### src/hw/rtl/mog_pkg.sv
package mog_pkg;

    // Fixed-point format of c and z: signed Q4.28.
    localparam int Z_W       = 32;
    localparam int FRAC_BITS = 28;
    localparam int PROD_W    = 2 * Z_W;
    // Width of the shifted product plus c before saturation.
    localparam int SUM_W     = PROD_W - FRAC_BITS + 2;

    // Iteration limit register.
    localparam int ITER_W        = 7;
    localparam int MAX_ITER      = 64;
    localparam int MAX_ITER_RST  = 64;

    // Escape bound: |z|^2 compared with 4 at 2*FRAC_BITS fraction bits.
    localparam logic [PROD_W-1:0] FOUR = PROD_W'(4) << (2 * FRAC_BITS);

    typedef struct packed {
        logic signed [Z_W-1:0] c_real;
        logic signed [Z_W-1:0] c_imag;
    } t_item;

    typedef struct packed {
        logic signed [Z_W-1:0] z_real;
        logic signed [Z_W-1:0] z_imag;
        logic                  escaped;
        logic                  last;
    } t_result;

    typedef enum logic [1:0] {
        ST_IDLE,
        ST_MUL,
        ST_EVAL
    } t_state;

    // Commands from the controller to the datapath.
    typedef struct packed {
        logic load;
        logic mul;
        logic eval;
        logic last;
    } t_dp_cmd;

    // Status from the datapath to the controller.
    typedef struct packed {
        logic escaped;
    } t_dp_stat;

    // Clamp a widened sum to the signed range of z.
    function automatic logic signed [Z_W-1:0] sat_z(input logic signed [SUM_W-1:0] v);
        logic signed [SUM_W-1:0] hi;
        logic signed [SUM_W-1:0] lo;
        hi = SUM_W'({1'b0, {(Z_W-1){1'b1}}});
        lo = -hi - SUM_W'(1);
        if (v > hi) begin
            return {1'b0, {(Z_W-1){1'b1}}};
        end else if (v < lo) begin
            return {1'b1, {(Z_W-1){1'b0}}};
        end else begin
            return v[Z_W-1:0];
        end
    endfunction

endpackage

### src/hw/rtl/mog_ctrl.sv
module mog_ctrl
    import mog_pkg::*;
(
    input  logic              i_clk,
    input  logic              i_rst_n,
    input  logic              i_start,
    input  logic              i_cfg_we,
    input  logic [ITER_W-1:0] i_cfg_wdata,
    input  t_dp_stat          i_stat,
    output t_dp_cmd           o_cmd,
    output logic              o_busy
);

    t_state            r_state;
    t_state            n_state;
    logic [ITER_W-1:0] r_max_iter;
    logic [ITER_W-1:0] r_limit;
    logic [ITER_W-1:0] n_limit;
    logic [ITER_W-1:0] r_count;
    logic [ITER_W-1:0] n_count;
    logic              w_accept;
    logic              w_fin;

    assign w_accept = i_start && (r_state == ST_IDLE);

    // The run ends on escape or when the point count reaches the limit.
    assign w_fin = i_stat.escaped ||
                   (({1'b0, r_count} + (ITER_W+1)'(1)) >= {1'b0, r_limit});

    // Iteration limit register.
    always_ff @(posedge i_clk) begin
        if (!i_rst_n) begin
            r_max_iter <= ITER_W'(MAX_ITER_RST);
        end else if (i_cfg_we) begin
            r_max_iter <= i_cfg_wdata;
        end
    end

    // Limit for this input: zero counts as one, large values clamp.
    always_comb begin
        if (r_max_iter == '0) begin
            n_limit = ITER_W'(1);
        end else if (r_max_iter > ITER_W'(MAX_ITER)) begin
            n_limit = ITER_W'(MAX_ITER);
        end else begin
            n_limit = r_max_iter;
        end
    end

    // Next state.
    always_comb begin
        n_state = r_state;
        unique case (r_state)
            ST_IDLE: begin
                if (w_accept) begin
                    n_state = ST_MUL;
                end
            end
            ST_MUL: begin
                n_state = ST_EVAL;
            end
            ST_EVAL: begin
                n_state = w_fin ? ST_IDLE : ST_MUL;
            end
            default: begin
                n_state = ST_IDLE;
            end
        endcase
    end

    // Outputs to the datapath.
    always_comb begin
        o_cmd  = '0;
        o_busy = 1'b1;
        unique case (r_state)
            ST_IDLE: begin
                o_busy     = 1'b0;
                o_cmd.load = i_start;
            end
            ST_MUL: begin
                o_cmd.mul = 1'b1;
            end
            ST_EVAL: begin
                o_cmd.eval = 1'b1;
                o_cmd.last = w_fin;
            end
            default: begin
                o_busy = 1'b1;
            end
        endcase
    end

    // Point counter.
    always_comb begin
        n_count = r_count;
        if (w_accept) begin
            n_count = '0;
        end else if (r_state == ST_EVAL) begin
            n_count = r_count + ITER_W'(1);
        end
    end

    always_ff @(posedge i_clk) begin
        if (!i_rst_n) begin
            r_state <= ST_IDLE;
            r_count <= '0;
            r_limit <= ITER_W'(1);
        end else begin
            r_state <= n_state;
            r_count <= n_count;
            if (w_accept) begin
                r_limit <= n_limit;
            end
        end
    end

`ifndef ASSERT_OFF
    a_accept_to_mul: assert property (@(posedge i_clk) disable iff (!i_rst_n)
        w_accept |=> (r_state == ST_MUL))
        else $error("accepted transfer did not start a multiply");

    a_count_in_range: assert property (@(posedge i_clk) disable iff (!i_rst_n)
        o_busy |-> (r_count < r_limit))
        else $error("point count reached the limit while busy");

    a_idle_after_last: assert property (@(posedge i_clk) disable iff (!i_rst_n)
        (o_cmd.eval && o_cmd.last) |=> !o_busy)
        else $error("run continued after the final point");
`endif

endmodule

### config.mk
export PLATFORM = sky130hd
export DESIGN_NAME = mog_ctrl
export DESIGN_NICKNAME = d
export VERILOG_FILES = /design/src/hw/rtl/mog_pkg.sv /design/src/hw/rtl/mog_ctrl.sv
export SDC_FILE = /design/constraint.sdc
export NUM_CORES = 1
export LEC_CHECK = 0
export BUFFER_PORTS_ARGS = -buffer_cell sky130_fd_sc_hd__buf_4
export CAP_MARGIN = 5
export CORE_AREA = 2 2 50 52
export DETAILED_ROUTE_END_ITERATION = 10
export DIE_AREA = 0 0 52 54
export GPL_ROUTABILITY_DRIVEN = 0
export GPL_TIMING_DRIVEN = 0
export PLACE_DENSITY = 0.75
export SETUP_SLACK_MARGIN = 0.1
export SLEW_MARGIN = 5
export SYNTH_ARGS = -nofsm -noshare
export SYNTH_HDL_FRONTEND = slang
export SYNTH_SLANG_ARGS = --single-unit
### constraint.sdc
create_clock -name i_clk -period 2.2 [get_ports i_clk]
set_clock_uncertainty 0.05 [all_clocks]
set_input_delay 0 -clock i_clk [delete_from_list [all_inputs] [get_ports i_clk]]
set_output_delay 0 -clock i_clk [all_outputs]
set_load 0.02 [all_outputs]
Word-level counts from Yosys, hierarchy flattened
Index checks and enable logic that the tools add are counted.
{"block": "word_totals", "register_bits": 23, "latchBits": 0, "ramBits": 0, "rom_bits": 0, "output_inout_bits": 5, "elab_cells": 26, "memories": 0}
{"block": "op_classes", "add_sub_neg": 2, "mul": 0, "n_div": 0, "magnitude_cmp": 2, "n_eq_ne": 3, "shift": 0, "n_mux": 9, "bitwise": 1, "n_reduce_logical": 5}
{"op": "$mux 7", "count": 2}
{"op": "$add 7x1->8 const B", "count": 1}
{"op": "$ge 8x7->1", "count": 1}
{"op": "$add 7x1->7 const B", "count": 1}
{"op": "$gt 7x7->1 const B", "count": 1}
{"op": "$logic_not 7->1", "count": 1}
{"op": "$pmux 2 s3", "count": 1}
{"op": "$mux 1", "count": 4}
{"op": "$mux 2", "count": 2}
{"op": "$eq 2x1->1 const B", "count": 1}
{"op": "$eq 2x2->1 const B", "count": 1}
{"op": "$logic_not 2->1", "count": 1}
{"op": "$ne 2x2->1 const B", "count": 1}
{"op": "$reduce_or 2->1", "count": 1}
{"op": "$logic_and 1x1->1", "count": 1}
{"op": "$logic_or 1x1->1", "count": 1}
{"op": "$not 1->1", "count": 1}

Longest topological paths before layout
Gate-level depths: netlist (run 1).
{"block": "logic_depth", "depth_word": 5, "ltp_mapped": 8, "mapped_depth_nobuf": 8}

Worst setup path after synthesis (run 1)
Ideal clock, no wire load.
{"block": "synth_timing", "path_kind": "reg-to-reg", "start": "reg r_count[2]", "end": "reg r_state[0]", "t_arrival_ns": 1.796, "setup_slack_ns": 0.294, "path_stages_with_launch": 8, "path_buffers": 0, "cell_sequence": "dfxtp_1 > nand3_2 > nor2_1 > xor2_1 > ha_1 > a21o_1 > a2111oi_2 > a41o_1"}
{"block": "synth_between", "elab_chain_len": 5}
{"item": "from (decl)", "line": "mog_ctrl.sv:19", "text": "logic [ITER_W-1:0] r_count;"}
{"item": "from (signal assigned)", "line": "mog_ctrl.sv:110", "text": "r_count <= n_count;"}
{"item": "$add 7x1->8", "line": "mog_ctrl.sv:28", "text": "(({1'b0, r_count} + (ITER_W+1)'(1)) >= {1'b0, r_limit});"}
{"item": "$ge 8x7->1", "line": "mog_ctrl.sv:28"}
{"item": "$logic_or 1x1->1", "line": "mog_ctrl.sv:27", "text": "assign w_fin = i_stat.escaped ||"}
{"item": "$mux 1", "line": "mog_ctrl.sv:63", "text": "n_state = w_fin ? ST_IDLE : ST_MUL;"}
{"item": "$pmux 2 s3", "line": "mog_ctrl.sv:53", "text": "unique case (r_state)"}
{"item": "to (signal assigned)", "line": "mog_ctrl.sv:109", "text": "r_state <= n_state;"}
{"item": "to (decl)", "line": "mog_ctrl.sv:14", "text": "t_state r_state;"}
No other way between the ends.
A chain may end at the register's enable or synchronous reset.

==> run_results.csv, run 1 <==
group,metric,value,unit
critical_path,critPathSlowestCell,"dfxtp_4",
sta,tightest_slew,0.454,ns
yosys,ys_seq_elements,23,
sta,fmax,0.448,GHz
sta,layout_setup_ws,-0.0335,ns
floorplan,dieArea,2810,um2
power_and_ir_drop,pwr-share-clk,0.254,
cells_and_area,drive_gt1_frac,0.244,
global_route,grt_overflow_total,0,
route,viasPerCell,4.91,
clocking,cts_htree_levels,1,
yosys,ys_warn_count,0,
yosys,syn_inst,131,
global_route,grt_start_max_net_pins,13,
critical_path,worstPathCellList,"buf_6, nand3_4, nor2_2, xor2_1, ha_1, a21o_1, a2111oi_4, a21oi_1, buf_4",
route,dr_total_vias,952,
floorplan,top_level_ports,17,
sta,rsz0062_at_grt,"true",
critical_path,cp-end-kind,"output pin",
critical_path,crit_type,"reg2out",
cells_and_area,utilization,0.669,
critical_path,cp_max_fo,3,
yosys,avgSynthCellArea,9.04,um2
sta,hold_viol,0,
clocking,insertion_delay,0.30,ns
route,drt_iter0_drc,6,
power_and_ir_drop,p_seq_frac,0.584,
route,drc,0,
critical_path,worstPathRequired,2.15,ns
power_and_ir_drop,pwr-share-comb,0.162,
clocking,clock-sinks,23,
global_route,antenna_found_initial,0,
placement,io_buffers,15,
status,status,"finished, violations left",
status,failed_checks,"negative setup slack",
sta,fin_crit_sh,1.02,
floorplan,die_y,54,um
critical_path,critPathMaxStageDelay,0.39,ns
clocking,cts_buffer_depth,2,
sta,final_max_slew_viol_count,0,
route,drt_first_pass_iters,6,
global_route,grt_pass1_vias,1017,
route,final_antenna_net_count,0,
global_route,grt_pass1_wl,4.24,mm
clocking,cts_buffers,3,
clocking,clkSlewWorstSetupHoldPaths,0.12,ns
flow_run,drv_cap,0,
floorplan,start_util,0.511,
floorplan,die_x,52,um
critical_path,cp-start-kind,"register",
yosys,synthesis.area,1180,um2
route,wl,2.36,mm
power_and_ir_drop,p_sw,0.187,mW
power_and_ir_drop,p_int,0.563,mW
power_and_ir_drop,p_sw_frac,0.249,
clocking,cts-root-buf,"clkbuf_4",
placement,post-place-cells,176,
min_path,hold_class,"in2reg",
floorplan,rows,18,
yosys,syn_nets,151,
global_route,track_usage,0.205,
route,wl_per_cell,12.2,um
placement,hpwl,1.66,mm
floorplan,coreArea,2320,um2
power_and_ir_drop,peakVddDrop,0.508,mV
cells_and_area,syn_to_final_growth,31.0,%
power_and_ir_drop,power_density,483,nW/um2
critical_path,cp_data_arrival_time,2.18,ns
sta,period_needed,2.23,ns
sta,finalSetupTns,-0.0335,ns
sta,setup_violations,1,
yosys,yosysSeqAreaShare,0.389,
yosys,synth_cell_types,33,
cells_and_area,diodes,0,
cells_and_area,nNetsFinal,185,
power_and_ir_drop,p_leak,0.662,nW
cells_and_area,fin_cells,194,
clocking,cts_tree,"yes",
sta,maxSlewHeadroom,0.697,
[Yosys cell counts]
| master | n | area [um2] |
|---|---|---|
| dfxtp_1 | 23 | 460 |
| nand2_1 | 14 | 52.6 |
| inv_1 | 10 | 37.5 |
| nor2_1 | 10 | 37.5 |
| ha_1 | 8 | 100 |
| mux2i_1 | 7 | 70.1 |
| nor2b_1 | 7 | 43.8 |
| a21boi_0 | 6 | 45.0 |
| xnor2_1 | 6 | 52.6 |
| nand3b_1 | 5 | 37.5 |
| a21oi_1 | 4 | 20.0 |
| xor2_1 | 4 | 35.0 |
| nor3_1 | 3 | 15.0 |
| a21o_1 | 2 | 15.0 |
| buf_4 | 2 | 15.0 |
| clkbuf_1 | 2 | 7.51 |
| nand3_1 | 2 | 10.0 |
| a2111oi_2 | 1 | 15.0 |
| a211oi_1 | 1 | 7.51 |
| a41o_1 | 1 | 10.0 |
| and2_1 | 1 | 6.26 |
| and3_1 | 1 | 6.26 |
| clkbuf_2 | 1 | 5.00 |
| nand2_2 | 1 | 6.26 |
| nand2_4 | 1 | 11.3 |
| nand2b_1 | 1 | 6.26 |
| nand3_2 | 1 | 10.0 |
| nor3_2 | 1 | 10.0 |
| o2111ai_1 | 1 | 8.76 |
| o211ai_1 | 1 | 7.51 |
| o21ai_0 | 1 | 5.00 |
| o311ai_0 | 1 | 8.76 |
| or3_1 | 1 | 6.26 |
[power by group through the flow]
| stage | Sequential, mW | Combinational, mW | Clock, mW |
|---|---|---|---|
| floorplan | 0.448 | 0.0677 | 0 |
| global route | 0.440 | 0.134 | 0.219 |
| finish | 0.438 | 0.121 | 0.191 |
| global placement | 0.450 | 0.101 | 0 |
| detailed placement | 0.451 | 0.104 | 0 |
| CTS | 0.438 | 0.121 | 0.200 |
[state kept, by name, summed over array words and instances, names as in the netlist]
register and cells:
r_count 7, r_limit 7, r_state 2, r_max_iter 7
[cell usage in the layout, fill, tap and decap left out, types with 4 or more instances in the layout]
| master | instances |
|---|---|
| buf_4 | 20 |
| dfxtp_1 | 18 |
| nand2_1 | 14 |
| inv_1 | 10 |
| dlygate4sd3_1 | 9 |
| nor2_1 | 8 |
| nor2b_1 | 7 |
| mux2i_1 | 7 |
| ha_1 | 7 |
| xnor2_1 | 6 |
| a21boi_0 | 6 |
| nand3b_1 | 5 |
| xor2_1 | 4 |
| a21oi_1 | 4 |
[worst paths after layout]
| path | from | slack [ns] | cells after the start | to |
|---|---|---|---|---|
| setup / recovery | r_count[0] | -0.03 | 9 | o_cmd[0] |
| hold / removal | i_stat | 0.05 | 3 | r_state[0] |
| setup reg to reg | r_count[1] | 0.26 | 8 | r_state[0] |
| hold reg to reg | r_limit[5] | 0.42 | 2 | r_limit[5] |
[kinds of logic (layout without fill, tap and decap cells)]
kind of cell / after synthesis / in the layout / synth area share
simple gates: 49 / 49 / 0.219
flops: 23 / 23 / 0.389
compound gates: 19 / 19 / 0.120
buf+inv: 15 / 48 / 0.0549
xor+xnor: 10 / 10 / 0.0739
fa+ha+maj: 8 / 8 / 0.0845
mux: 7 / 7 / 0.0591
[what timing repair did]
item                                   4_1_cts  5_1_grt
endpoints found under the hold margin       13        0
pin swaps                                   11        6
gates resized for setup                     16        1
setup buffers                                5        0
setup endpoints to repair                    2        1
hold buffers                                 9        0
[stage by stage]
step | hold WS [ns] | instance area [um2] | total power, mW | setup slack, ns
floorplan | 0.0788 | 1180 | 0.516 | 0.294
global placement | 0.170 | 1340 | 0.552 | 0.155
detailed placement | 0.179 | 1340 | 0.555 | 0.113
CTS | 0.0448 | 1550 | 0.760 | -0.0472
global route | 0.0406 | 1550 | 0.794 | -0.161
finish | 0.0523 | 1550 | 0.750 | -0.0335
[critical path, delay by kind of cell, from the launching register on]
| family | cells | cell delay [ns] |
|---|---|---|
| flip-flops | 1 | 0.39 |
| adder cells (fa/ha/maj) | 1 | 0.26 |
| AO/OA/AOI/OAI | 3 | 0.65 |
| AND/OR/NAND/NOR | 2 | 0.16 |
| buffers and inverters | 2 | 0.26 |
| XOR/XNOR | 1 | 0.16 |
[routing by layer]
layer | share of wire | routed length (um) | vias up | track usage
li1 | - | - | 504 | -
met5 | 0 | 0 | - | 0
met2 | 0.56 | 1320 | 7 | 0.390
met3 | 0.018 | 42 | 2 | 0.0333
met1 | 0.42 | 981 | 439 | 0.229
met4 | 0.0064 | 15 | 0 | 0.0746
[area by class of cell]
type | count | area, um2
Timing Repair Buffer | 29 | 248
Multi-Input combinational cell | 93 | 702
Fill cell | 194 | 767
Buffer | 5 | 27.5
Inverter | 10 | 37.5
Tap cell | 30 | 37.5
Sequential cell | 23 | 474
Clock buffer | 4 | 26.3
(Power assumes the default switching activity.)
==> run 2: changes to the inputs <==
--- a/config.mk
+++ b/config.mk
@@ -13,6 +13,7 @@
 export GPL_ROUTABILITY_DRIVEN = 0
 export GPL_TIMING_DRIVEN = 0
 export PLACE_DENSITY = 0.75
+export RECOVER_POWER = 25
 export SETUP_SLACK_MARGIN = 0.1
 export SLEW_MARGIN = 5
 export SYNTH_ARGS = -nofsm -noshare
==> run 2 against run 1 <==
  * The flow still finishes with violations (negative setup slack)
  * Clock-buffer cell count is the same
  * Critical path depth unchanged
  * Die area stayed put
  * Via count decreased by 0.32%
  * First-iteration DRC count did not move
  * Setup slack about the same
  * Critical path type unchanged
  * Largest cell class unchanged
  * Largest power group unchanged
==> run_results.csv, run 2 (synthesis gave the netlist of run 1 again) <==
group,metric,value,unit
status,status,"finished, violations left",
status,failed_checks,"negative setup slack",
route,wl_per_cell,12.2,um
floorplan,dieArea,2810,um2
sta,tightest_slew,0.454,ns
critical_path,cp_data_arrival_time,2.18,ns
clocking,insertion_delay,0.30,ns
clocking,cts_buffers,3,
floorplan,die_x,52,um
cells_and_area,nNetsFinal,185,
clocking,cts_htree_levels,1,
cells_and_area,drive_gt1_frac,0.238,
sta,setup_violations,1,
cells_and_area,final_cell_mix,"19 x buf_4, 18 x dfxtp_1, 14 x nand2_1",
cells_and_area,multi_input_area,702,um2
sta,hold_viol,0,
floorplan,rows,18,
route,viasPerCell,4.89,
placement,post-place-cells,176,
cells_and_area,top_regs,"r_count (7), r_limit (7), r_max_iter (7)",
global_route,grt_pass1_vias,1017,
cells_and_area,syn_to_final_growth,30.7,%
placement,io_buffers,15,
critical_path,cp_max_fo,3,
power_and_ir_drop,p_leak,0.659,nW
sta,layout_setup_ws,-0.0333,ns
route,drc,0,
cells_and_area,fillers,196,
clocking,cts_buffer_depth,2,
critical_path,cp-end-kind,"output pin",
cells_and_area,fin_cells,194,
global_route,track_usage,0.205,
placement,hpwl,1.66,mm
global_route,grt_start_max_net_pins,13,
route,wl,2.37,mm
route,drt_iter0_drc,6,
global_route,grt_overflow_total,0,
route,drt_first_pass_iters,6,
critical_path,worstPathRequired,2.15,ns
floorplan,top_level_ports,17,
clocking,clkSlewWorstSetupHoldPaths,0.12,ns
critical_path,cp-start-kind,"register",
flow_run,drv_cap,0,
global_route,antenna_found_initial,0,
sta,fmax,0.448,GHz
sta,final_max_slew_viol_count,0,
global_route,grt_pass1_wl,4.24,mm
clocking,cts-root-buf,"clkbuf_4",
clocking,cts_tree,"yes",
sta,fin_crit_sh,1.02,
route,dr_total_vias,949,
floorplan,start_util,0.511,
power_and_ir_drop,power_density,484,nW/um2
sta,maxSlewHeadroom,0.697,
clocking,clock-sinks,23,
min_path,hold_class,"in2reg",
cells_and_area,seq_area,474,um2
cells_and_area,diodes,0,
sta,rsz0062_at_grt,"true",
floorplan,die_y,54,um
sta,period_needed,2.23,ns
route,final_antenna_net_count,0,
power_and_ir_drop,peakVddDrop,0.508,mV
critical_path,crit_type,"reg2out",
floorplan,coreArea,2320,um2
cells_and_area,utilization,0.668,
cells_and_area,mostFrequentLayoutCell,"buf_4",
[run 2: final timing paths]
path	start	cells after the start	slack, ns	to
setup / recovery	r_count[0]	9	-0.03	o_cmd[0]
hold / removal	i_stat	3	0.05	r_state[0]
setup reg to reg	r_count[1]	8	0.26	r_state[0]
hold reg to reg	r_limit[5]	2	0.42	r_limit[5]
[run 2: layout make-up]
cell class              instances  area share
repair buffers                 29       0.158
flip-flops and latches         23       0.306
multi-input cells              93       0.453
clock buffers                   4      0.0170
well taps                      30      0.0242
plain buffers                   5      0.0178
inverters                      10      0.0242
[run 2: metal layers]
layer / share of wire / global-route usage
met1: 0.42 / 0.229
met2: 0.56 / 0.390
met3: 0.018 / 0.0333
met4: 0.0063 / 0.0746
met5: 0 / 0
[run 2: timing repair]
item                                   in CTS  in global routing
setup buffers                               5                  0
cloned                                      0                  0
hold buffers                                9                  0
setup endpoints to repair                   2                  1
pin swaps                                  11                  6
resized for setup                          16                  1
endpoints found under the hold margin      13                  0
[run 2: critical path: stages, from the launching register on]
cell and delay (ns):
dfxtp_4 0.39, buf_6 0.10, nand3_4 0.07, nor2_2 0.09
xor2_1 0.16, ha_1 0.26, a21o_1 0.19, a2111oi_4 0.35
a21oi_1 0.11, buf_4 0.16
[run 2: where the power goes]
group | total [mW] | switching, mW | internal, mW | leakage [nW]
Combinational | 0.121 | 0.0563 | 0.0644 | 0.453
Sequential | 0.438 | 0.0106 | 0.428 | 0.191
Clock | 0.190 | 0.120 | 0.0706 | 0.0150
Total | 0.749 | 0.187 | 0.563 | 0.659
[run 2: metrics by stage]
stage	TNS (ns)	power [mW]	setup WS, ns	hold WS [ns]	cell area (um2)
2_1_floorplan	0	0.516	0.294	0.0788	1180
3_3_place_gp	0	0.552	0.155	0.170	1340
3_5_place_dp	0	0.555	0.113	0.179	1340
4_1_cts	-0.0472	0.760	-0.0472	0.0448	1550
5_1_grt	-0.161	0.793	-0.161	0.0409	1550
6_report	-0.0333	0.749	-0.0333	0.0525	1550
